## src/design/spindle_speed_ramp_pwm_core_macros.svh

```systemverilog
// Assertion shorthands used by the spindle ramp controller.
`ifndef SPINDLE_SPEED_RAMP_PWM_CORE_MACROS_SVH
`define SPINDLE_SPEED_RAMP_PWM_CORE_MACROS_SVH

// Same-cycle implication, checked out of reset.
`define SSR_ASSERT_IMP(lbl, clk, rstn, ante, cons, msg) \
    lbl: assert property (@(posedge clk) disable iff (!(rstn)) (ante) |-> (cons)) \
        else $error(msg);

// Next-cycle implication, checked out of reset.
`define SSR_ASSERT_NXT(lbl, clk, rstn, ante, cons, msg) \
    lbl: assert property (@(posedge clk) disable iff (!(rstn)) (ante) |=> (cons)) \
        else $error(msg);

`endif

```

## src/design/ssr_pkg.sv

```systemverilog
package ssr_pkg;

    // Item function codes
    localparam logic [1:0] FUNC_TICK = 2'd0;
    localparam logic [1:0] FUNC_SET  = 2'd1;
    localparam logic [1:0] FUNC_STOP = 2'd2;

    // Configuration register indexes
    localparam logic [2:0] REG_MAX_SPEED     = 3'd0;
    localparam logic [2:0] REG_MIN_SPEED     = 3'd1;
    localparam logic [2:0] REG_RAMP_STEP     = 3'd2;
    localparam logic [2:0] REG_RAMP_INTERVAL = 3'd3;
    localparam logic [2:0] REG_MAX_DUTY      = 3'd4;

    localparam logic [15:0] MAX_SPEED_RST     = 16'd30000;
    localparam logic [15:0] MIN_SPEED_RST     = 16'd0;
    localparam logic [15:0] RAMP_STEP_RST     = 16'd1000;
    localparam logic [15:0] RAMP_INTERVAL_RST = 16'd1000;
    localparam logic [7:0]  MAX_DUTY_RST      = 8'd255;

    // rpm * 255 is 24 bits wide: one quotient bit per divider step
    localparam int DIV_STEPS = 24;
    localparam int CNT_W     = $clog2(DIV_STEPS);
    localparam logic [CNT_W-1:0] DIV_LAST = CNT_W'(DIV_STEPS - 1);

    typedef struct packed {
        logic load_in;    // capture the input item
        logic setup;      // clamp goal, count down wait, or stop
        logic ramp;       // take a ramp step if due
        logic div_load;   // seed the divider from the current rpm
        logic div_step;   // one restoring divider step
        logic duty_wr;    // cap the quotient and write the duty
        logic out_load;   // move the result into the output register
    } ssr_cmd_t;

    typedef struct packed {
        logic ramp_move;  // the pending ramp step changes the speed
        logic out_busy;   // output register holds an item not yet taken
    } ssr_stat_t;

endpackage

```

## src/design/spindle_speed_ramp_pwm_core.sv

```systemverilog
// Spindle speed ramp with PWM duty output; one result item per input item.
// An accepted item passes the setup and ramp states and goes to emit when the speed holds still;
// when a ramp step changes the speed, the 24-step serial divider first recomputes the duty.
// No new item is taken until the last result has moved into the output register.
// Reset (aresetn, synchronous, active low) loads register defaults and zeroes goal, speed,
// wait and duty; the block is ready for an item in the first cycle after reset.
module spindle_speed_ramp_pwm_core (
    input  logic        aclk,
    input  logic        aresetn,
    // configuration write port
    input  logic        cfg_wr_en,
    input  logic [2:0]  cfg_index,
    input  logic [15:0] cfg_data,
    // input items
    input  logic        s_valid,
    output logic        s_ready,
    input  logic [1:0]  s_func,
    input  logic [15:0] s_rpm_request,
    // result items
    output logic        m_valid,
    input  logic        m_ready,
    output logic [7:0]  m_duty,
    output logic [15:0] m_speed_now,
    output logic [15:0] m_speed_goal,
    output logic        m_at_goal
);
    import ssr_pkg::*;

    ssr_cmd_t  cmd;
    ssr_stat_t stat;

    // Sequence each item: capture, setup (clamp, count down, stop), ramp step,
    // optional duty division, then hand the result to the output register.
    ssr_ctrl u_ctrl (
        .aclk    (aclk),
        .aresetn (aresetn),
        .s_valid (s_valid),
        .s_ready (s_ready),
        .stat    (stat),
        .cmd     (cmd)
    );

    // Hold configuration, ramp state, the serial divider and the output register.
    // The output register parts the two sides, so the next item is taken while
    // a finished result still waits for m_ready.
    ssr_dp u_dp (
        .aclk          (aclk),
        .aresetn       (aresetn),
        .cmd           (cmd),
        .stat          (stat),
        .cfg_wr_en     (cfg_wr_en),
        .cfg_index     (cfg_index),
        .cfg_data      (cfg_data),
        .s_func        (s_func),
        .s_rpm_request (s_rpm_request),
        .m_valid       (m_valid),
        .m_ready       (m_ready),
        .m_duty        (m_duty),
        .m_speed_now   (m_speed_now),
        .m_speed_goal  (m_speed_goal),
        .m_at_goal     (m_at_goal)
    );

endmodule

```

## src/design/ssr_ctrl.sv

```systemverilog
`include "spindle_speed_ramp_pwm_core_macros.svh"

module ssr_ctrl (
    input  logic              aclk,
    input  logic              aresetn,
    input  logic              s_valid,
    output logic              s_ready,
    input  ssr_pkg::ssr_stat_t stat,
    output ssr_pkg::ssr_cmd_t  cmd
);
    import ssr_pkg::*;

    typedef enum logic [2:0] {
        ST_IDLE,
        ST_SETUP,
        ST_RAMP,
        ST_DIV_LOAD,
        ST_DIV_RUN,
        ST_DUTY,
        ST_EMIT
    } state_t;

    state_t           state_reg, state_next;
    logic [CNT_W-1:0] cnt_reg, cnt_next;

    always_comb begin
        state_next = state_reg;
        cnt_next   = cnt_reg;
        case (state_reg)
            ST_IDLE: begin
                if (s_valid) state_next = ST_SETUP;
            end
            ST_SETUP: begin
                state_next = ST_RAMP;
            end
            ST_RAMP: begin
                state_next = stat.ramp_move ? ST_DIV_LOAD : ST_EMIT;
            end
            ST_DIV_LOAD: begin
                cnt_next   = '0;
                state_next = ST_DIV_RUN;
            end
            ST_DIV_RUN: begin
                cnt_next = cnt_reg + 1'b1;
                if (cnt_reg == DIV_LAST) state_next = ST_DUTY;
            end
            ST_DUTY: begin
                state_next = ST_EMIT;
            end
            ST_EMIT: begin
                if (!stat.out_busy) state_next = ST_IDLE;
            end
            default: begin
                state_next = ST_IDLE;
            end
        endcase
    end

    always_ff @(posedge aclk) begin
        if (!aresetn) begin
            state_reg <= ST_IDLE;
            cnt_reg   <= '0;
        end else begin
            state_reg <= state_next;
            cnt_reg   <= cnt_next;
        end
    end

    assign s_ready = (state_reg == ST_IDLE);

    always_comb begin
        cmd          = '0;
        cmd.load_in  = (state_reg == ST_IDLE) && s_valid;
        cmd.setup    = (state_reg == ST_SETUP);
        cmd.ramp     = (state_reg == ST_RAMP);
        cmd.div_load = (state_reg == ST_DIV_LOAD);
        cmd.div_step = (state_reg == ST_DIV_RUN);
        cmd.duty_wr  = (state_reg == ST_DUTY);
        cmd.out_load = (state_reg == ST_EMIT) && !stat.out_busy;
    end

    `SSR_ASSERT_NXT(a_accept_setup, aclk, aresetn, s_valid && s_ready, state_reg == ST_SETUP, "accepted item did not enter setup")
    `SSR_ASSERT_NXT(a_div_len, aclk, aresetn, state_reg == ST_DIV_RUN && cnt_reg == DIV_LAST, state_reg == ST_DUTY, "divider did not finish after its last step")
    `SSR_ASSERT_NXT(a_emit_idle, aclk, aresetn, state_reg == ST_EMIT && !stat.out_busy, state_reg == ST_IDLE, "result emitted but controller not idle")
    `SSR_ASSERT_IMP(a_div_cnt, aclk, aresetn, state_reg == ST_DIV_RUN, cnt_reg <= DIV_LAST, "divider step count out of range")

endmodule

```

## src/design/ssr_dp.sv

```systemverilog
module ssr_dp (
    input  logic               aclk,
    input  logic               aresetn,
    input  ssr_pkg::ssr_cmd_t  cmd,
    output ssr_pkg::ssr_stat_t stat,
    input  logic               cfg_wr_en,
    input  logic [2:0]         cfg_index,
    input  logic [15:0]        cfg_data,
    input  logic [1:0]         s_func,
    input  logic [15:0]        s_rpm_request,
    output logic               m_valid,
    input  logic               m_ready,
    output logic [7:0]         m_duty,
    output logic [15:0]        m_speed_now,
    output logic [15:0]        m_speed_goal,
    output logic               m_at_goal
);
    import ssr_pkg::*;

    logic [15:0] max_speed_reg, min_speed_reg, ramp_step_reg, ramp_interval_reg;
    logic [7:0]  max_duty_reg;

    logic [1:0]  func_reg;
    logic [15:0] req_reg;

    logic [15:0] goal_reg, cur_reg, wait_reg;
    logic [7:0]  duty_reg;

    logic [15:0]          rem_reg;
    logic [DIV_STEPS-1:0] qd_reg;
    logic                 m_valid_reg;

    logic [15:0] req_cap, goal_clamped, wait_dec, ramp_diff, cur_stepped, cur_ramped;
    logic        ramp_due;
    logic [16:0] trial;
    logic        trial_ge;
    logic [DIV_STEPS-1:0] dividend;

    // Configuration
    always_ff @(posedge aclk) begin
        if (!aresetn) begin
            max_speed_reg     <= MAX_SPEED_RST;
            min_speed_reg     <= MIN_SPEED_RST;
            ramp_step_reg     <= RAMP_STEP_RST;
            ramp_interval_reg <= RAMP_INTERVAL_RST;
            max_duty_reg      <= MAX_DUTY_RST;
        end else if (cfg_wr_en) begin
            case (cfg_index)
                REG_MAX_SPEED:     max_speed_reg     <= cfg_data;
                REG_MIN_SPEED:     min_speed_reg     <= cfg_data;
                REG_RAMP_STEP:     ramp_step_reg     <= cfg_data;
                REG_RAMP_INTERVAL: ramp_interval_reg <= cfg_data;
                REG_MAX_DUTY:      max_duty_reg      <= cfg_data[7:0];
                default: ;
            endcase
        end
    end

    // Clamp to the maximum first, then raise a nonzero request to the minimum
    always_comb begin
        req_cap      = (req_reg > max_speed_reg) ? max_speed_reg : req_reg;
        goal_clamped = (req_cap != 16'd0 && req_cap < min_speed_reg) ? min_speed_reg : req_cap;
        wait_dec     = (wait_reg != 16'd0) ? wait_reg - 16'd1 : 16'd0;
    end

    // Ramp step: fall to the goal at once, rise by at most ramp_step
    always_comb begin
        ramp_diff   = goal_reg - cur_reg;
        cur_stepped = cur_reg + ramp_step_reg;
        if (goal_reg < cur_reg) begin
            cur_ramped = goal_reg;
        end else begin
            cur_ramped = (ramp_diff > ramp_step_reg) ? cur_stepped : goal_reg;
        end
        ramp_due = (func_reg == FUNC_SET) ||
                   ((func_reg == FUNC_TICK) && (wait_reg == 16'd0));
    end

    assign stat.ramp_move = ramp_due && (goal_reg != cur_reg);
    assign stat.out_busy  = m_valid_reg && !m_ready;

    // Restoring division of rpm*255 by max_speed
    always_comb begin
        dividend = {cur_reg, 8'd0} - {8'd0, cur_reg};
        trial    = {rem_reg, qd_reg[DIV_STEPS-1]};
        trial_ge = (trial >= {1'b0, max_speed_reg});
    end

    always_ff @(posedge aclk) begin
        if (!aresetn) begin
            goal_reg <= '0;
            cur_reg  <= '0;
            wait_reg <= '0;
            duty_reg <= '0;
        end else begin
            if (cmd.setup) begin
                case (func_reg)
                    FUNC_TICK: wait_reg <= wait_dec;
                    FUNC_SET:  goal_reg <= goal_clamped;
                    FUNC_STOP: begin
                        goal_reg <= '0;
                        cur_reg  <= '0;
                        wait_reg <= '0;
                        duty_reg <= '0;
                    end
                    default: ;
                endcase
            end
            if (cmd.ramp) begin
                if (func_reg == FUNC_TICK && stat.ramp_move) wait_reg <= ramp_interval_reg;
                if (stat.ramp_move) cur_reg <= cur_ramped;
            end
            if (cmd.duty_wr) begin
                if (cur_reg == 16'd0) begin
                    duty_reg <= '0;
                end else if (qd_reg > DIV_STEPS'(max_duty_reg)) begin
                    duty_reg <= max_duty_reg;
                end else begin
                    duty_reg <= qd_reg[7:0];
                end
            end
        end
    end

    always_ff @(posedge aclk) begin
        if (cmd.load_in) begin
            func_reg <= s_func;
            req_reg  <= s_rpm_request;
        end
        if (cmd.div_load) begin
            rem_reg <= '0;
            qd_reg  <= dividend;
        end else if (cmd.div_step) begin
            rem_reg <= trial_ge ? 16'(trial - {1'b0, max_speed_reg}) : trial[15:0];
            qd_reg  <= {qd_reg[DIV_STEPS-2:0], trial_ge};
        end
        if (cmd.out_load) begin
            m_duty       <= duty_reg;
            m_speed_now  <= cur_reg;
            m_speed_goal <= goal_reg;
            m_at_goal    <= (cur_reg == goal_reg);
        end
    end

    always_ff @(posedge aclk) begin
        if (!aresetn) begin
            m_valid_reg <= 1'b0;
        end else if (cmd.out_load) begin
            m_valid_reg <= 1'b1;
        end else if (m_ready) begin
            m_valid_reg <= 1'b0;
        end
    end

    assign m_valid = m_valid_reg;

endmodule

```

## config.mk

```make
export PLATFORM = sky130hd
export DESIGN_NAME = spindle_speed_ramp_pwm_core
export DESIGN_NICKNAME = d
export VERILOG_FILES = /design/src/design/ssr_pkg.sv /design/src/design/spindle_speed_ramp_pwm_core.sv /design/src/design/ssr_ctrl.sv /design/src/design/ssr_dp.sv
export VERILOG_INCLUDE_DIRS = /design/src /design/src/design
export SDC_FILE = /design/constraint.sdc
export NUM_CORES = 1
export LEC_CHECK = 0
export ABC_AREA = 1
export BUFFER_PORTS_ARGS = -buffer_cell sky130_fd_sc_hd__clkbuf_2
export CORE_ASPECT_RATIO = 0.9
export CORE_MARGIN = 10
export CORE_UTILIZATION = 50
export DETAILED_ROUTE_END_ITERATION = 8
export PLACE_DENSITY = 0.68
export SETUP_SLACK_MARGIN = 0.05
export SLEW_MARGIN = 30
export SYNTH_ARGS = -nofsm -noshare
export SYNTH_HDL_FRONTEND = slang
export SYNTH_SLANG_ARGS = --single-unit
```

## constraint.sdc

```tcl
create_clock -name aclk -period 4.7 [get_ports aclk]
set_input_delay 0.705 -clock aclk [delete_from_list [all_inputs] [get_ports aclk]]
set_output_delay 0.705 -clock aclk [all_outputs]
set_load 0.03 [all_outputs]
```

==> results by group <==
Floorplanning
  • Placement Rows: 56
  • Full die area: 33800 µm²
  • Initial Util: 0.511
  • DIE WIDTH: about 190 µm
  • Die span in y: 175 µm
  • Ports: 85
  • Core ar.: 26300 µm²

STA
  • Rel. slew slack: 0.395
  • Setup violators final: 0
  • Final WS setup: around 0.56 ns
  • Worst clock skew: 0.0108 ns
  • Final worst path period need: just over 4 ns
  • Min Hold Slack: 0.338 ns
  • Final Hold Fails: 0
  • Final period utilization: 0.881
  • RSZ-0062 raised after global routing: no
  • Final-report max-slew violation count: 0
  • Slew @ Worst Pin: 0.906 ns
  • Setup TNS: 0 ns
  • Fmax: between 200 and 250 MHz

Worst hold path
  • Hold path start: s_func[0]
  • Hold Path End: u_dp.func_reg[0]
  • Hold WC Path Type: input pin to flip-flop
  • Hold Crit Depth: 1

CTS
  • CTS buffer count: 26
  • Skew-Pair Late Insertion Delay: 0.54 ns
  • CTS H-Tree Depth: 1
  • Max clock buf depth: 3
  • CTS tree: done
  • CTS Root Cell: clkbuf_16
  • Postcts setup bufs: 0
  • Clock sinks: 236
  • Clock-pin slew on the worst setup and hold paths: 0.06 ns

Worst setup path
  • Worst-path fanout max: 16
  • Slowest cell on crit path: dfxtp_1
  • Worst reg2reg startpoint: u_dp.cur_reg[2]
  • Worst path bufs/invs: 4
  • End of the worst register-to-register path: u_dp.cur_reg[7]
  • CP most frequent cell: nand2_1
  • FF-to-FF path depth: 25
  • Nature of the critical path endpoint: flip-flop
  • Crit path max-delay family: compound AO/OA/AOI/OAI gates
  • Critical path startpoint category: flip-flop
  • Crit Path Class: flip-flop to flip-flop
  • Crit-path max cell delay: approximately 0.47 ns
  • R2R Setup Slk: 0.56 ns
  • Worst path required time: 5.12 ns
  • Crit path DAT: 4.56 ns

Synthesis
  • Post-synthesis sequential area ratio: 0.414
  • Synthesized area per cell: 7.95 µm²
  • Net Count, Synth: roughly 1800
  • Top cells by area, synth: dfxtp_1, edfxtp_1, ha_1
  • Mapped Cells: roughly 1700
  • Yosys reg bits: 236
  • Yosys top cell area share: 0.228
  • Post-synth cell types: 50
  • Ys flop type: dfxtp_1
  • Asr flop ratio synth: 0
  • EDFF count, synth: 83
  • Area leader, netlist: dfxtp_1
  • Synthesized area: around 13000 µm²
  • Synthesis Warnings: 0

Drt
  • Post-Route WL: approximately 37000 µm
  • DRT Pass-1 Iters: 6
  • Number of vias in the routed layout: 11700
  • Routed WL per cell: 17.3 µm
  • DRT iter0 DRCs: 1052
  • DR DRC count: 0
  • Antenna viol nets, final: 0
  • Via-to-Cell Ratio: 5.49

Placement
  • Pre-CTS WS: 0.451 ns
  • Global placement routability congestion: 0.928
  • DP Cell Count: about 2100
  • Detailed Place HPWL: 27700 µm
  • IO Port Bufs: 84

Global routing
  • Vias in the first global route: roughly 11000
  • First-pass GRT wire length: 59000 µm
  • Initial antenna violation count: 1
  • Largest net degree at the start of global routing: 90
  • GRT Util Overall: 0.215
  • Global route overflow: 0

Finish
  • Area of the multi-input gates: 6840 µm²
  • Fillers: 2437
  • Number of flip-flops in the largest register: 24
  • Ratio of cells with drive above 1 in the final layout: 0.0911
  • Area Overhead vs Synth: 12.3%
  • NumNets Final: 1930
  • ANT cells: 0
  • Post-route insts no fill: ~2100
  • Commonest non-fill, non-tap cell in the layout: nand2_1
  • Register area: 5560 µm²
  • Commonest non-fill, non-tap cells in the layout: nand2_1, inv_1, a21oi_1, dfxtp_1, o21ai_0
  • Core Util, Final: 0.574

Flow run
  • Maximum capacitance violations: 0

Outcome
  • Outcome: finished clean

Pwr
  • Peak VDD IR: 0.000430 V
  • Power Dens Cells: 721 nW/µm²
  • LEAKAGE: 6.83 nW
## cells in the mapped netlist, types with 2 or more instances
cell / instances
nand2_1: 332
inv_1: 212
a21oi_1: 185
dfxtp_1: 153
o21ai_0: 149
ha_1: 116
nor2_1: 102
edfxtp_1: 83
nand3_1: 81
clkbuf_1: 44
xor2_1: 39
o211ai_1: 32
xnor2_1: 28
nor3_1: 17
o21ai_1: 16
nand4_1: 12
a31oi_1: 9
a211oi_1: 8
nor4_1: 8
a21o_1: 5
buf_2: 4
buf_6: 4
o22ai_1: 4
a221oi_1: 3
a22oi_1: 3
a311oi_1: 3
fa_1: 3
nand2_2: 3
o21a_1: 3
o21bai_1: 3
and2_1: 2
nor2_2: 2
o221ai_1: 2
o31ai_1: 2
## worst max path at each step
stage	start	endpoint	slack, ns	depth (start not counted)
floorplan	u_dp.cur_reg[2]	u_dp.cur_reg[6]	0.80	25
global placement	u_dp.cur_reg[2]	u_dp.cur_reg[2]	0.63	25
detailed placement	u_dp.cur_reg[1]	u_dp.cur_reg[7]	0.45	25
CTS	u_dp.cur_reg[1]	u_dp.cur_reg[7]	0.42	25
global route	u_dp.cur_reg[2]	u_dp.cur_reg[1]	0.11	25
finish	u_dp.cur_reg[2]	u_dp.cur_reg[7]	0.56	25
## per-stage QoR
step           instance area [µm²]  total power [W]
6_report                     15100           0.0109
5_1_grt                      15100           0.0118
4_1_cts                      15100           0.0108
3_5_place_dp                 14200          0.00875
3_3_place_gp                 14200          0.00862
2_1_floorplan                13400          0.00728
## what timing repair did
action	in CTS	in global routing
endpoints found under the setup margin	0	15
hold buffers	0	0
gates resized for setup	0	2
## cell families (layout without fill, tap and decap cells)
logic type,after synthesis,after routing,synth area share
adder cells (fa/ha/maj),119,119,0.113
XOR/XNOR,67,67,0.0437
buffers and inverters,268,369,0.0783
flip-flops,236,236,0.414
AND/OR/NAND/NOR,565,565,0.175
AO/OA/AOI/OAI,433,433,0.177
## report_power, final
part	total, W	internal [W]	switching (W)	leakage [nW]
combinational	0.00605	0.00226	0.00379	4.40
clock	0.00204	0.00120	0.000846	0.413
sequential	0.00278	0.00249	0.000283	2.01
total	0.0109	0.00595	0.00492	6.83
## per-layer routing
layer	vias to the layer above	wire, µm	GRT usage
li1	5887	-	-
met1	5431	17000	0.303
met2	352	16000	0.327
met3	60	2950	0.0432
met4	0	943	0.0597
met5	-	0	0
## cell type report
type,instances,area share
multi-input combinational,1184,0.453
inverter,214,0.0533
clock buffer,35,0.0481
tap,348,0.0289
sequential,236,0.368
clock inverter,13,0.00855
timing repair buffer,107,0.0393
(Power assumes the default switching activity.)
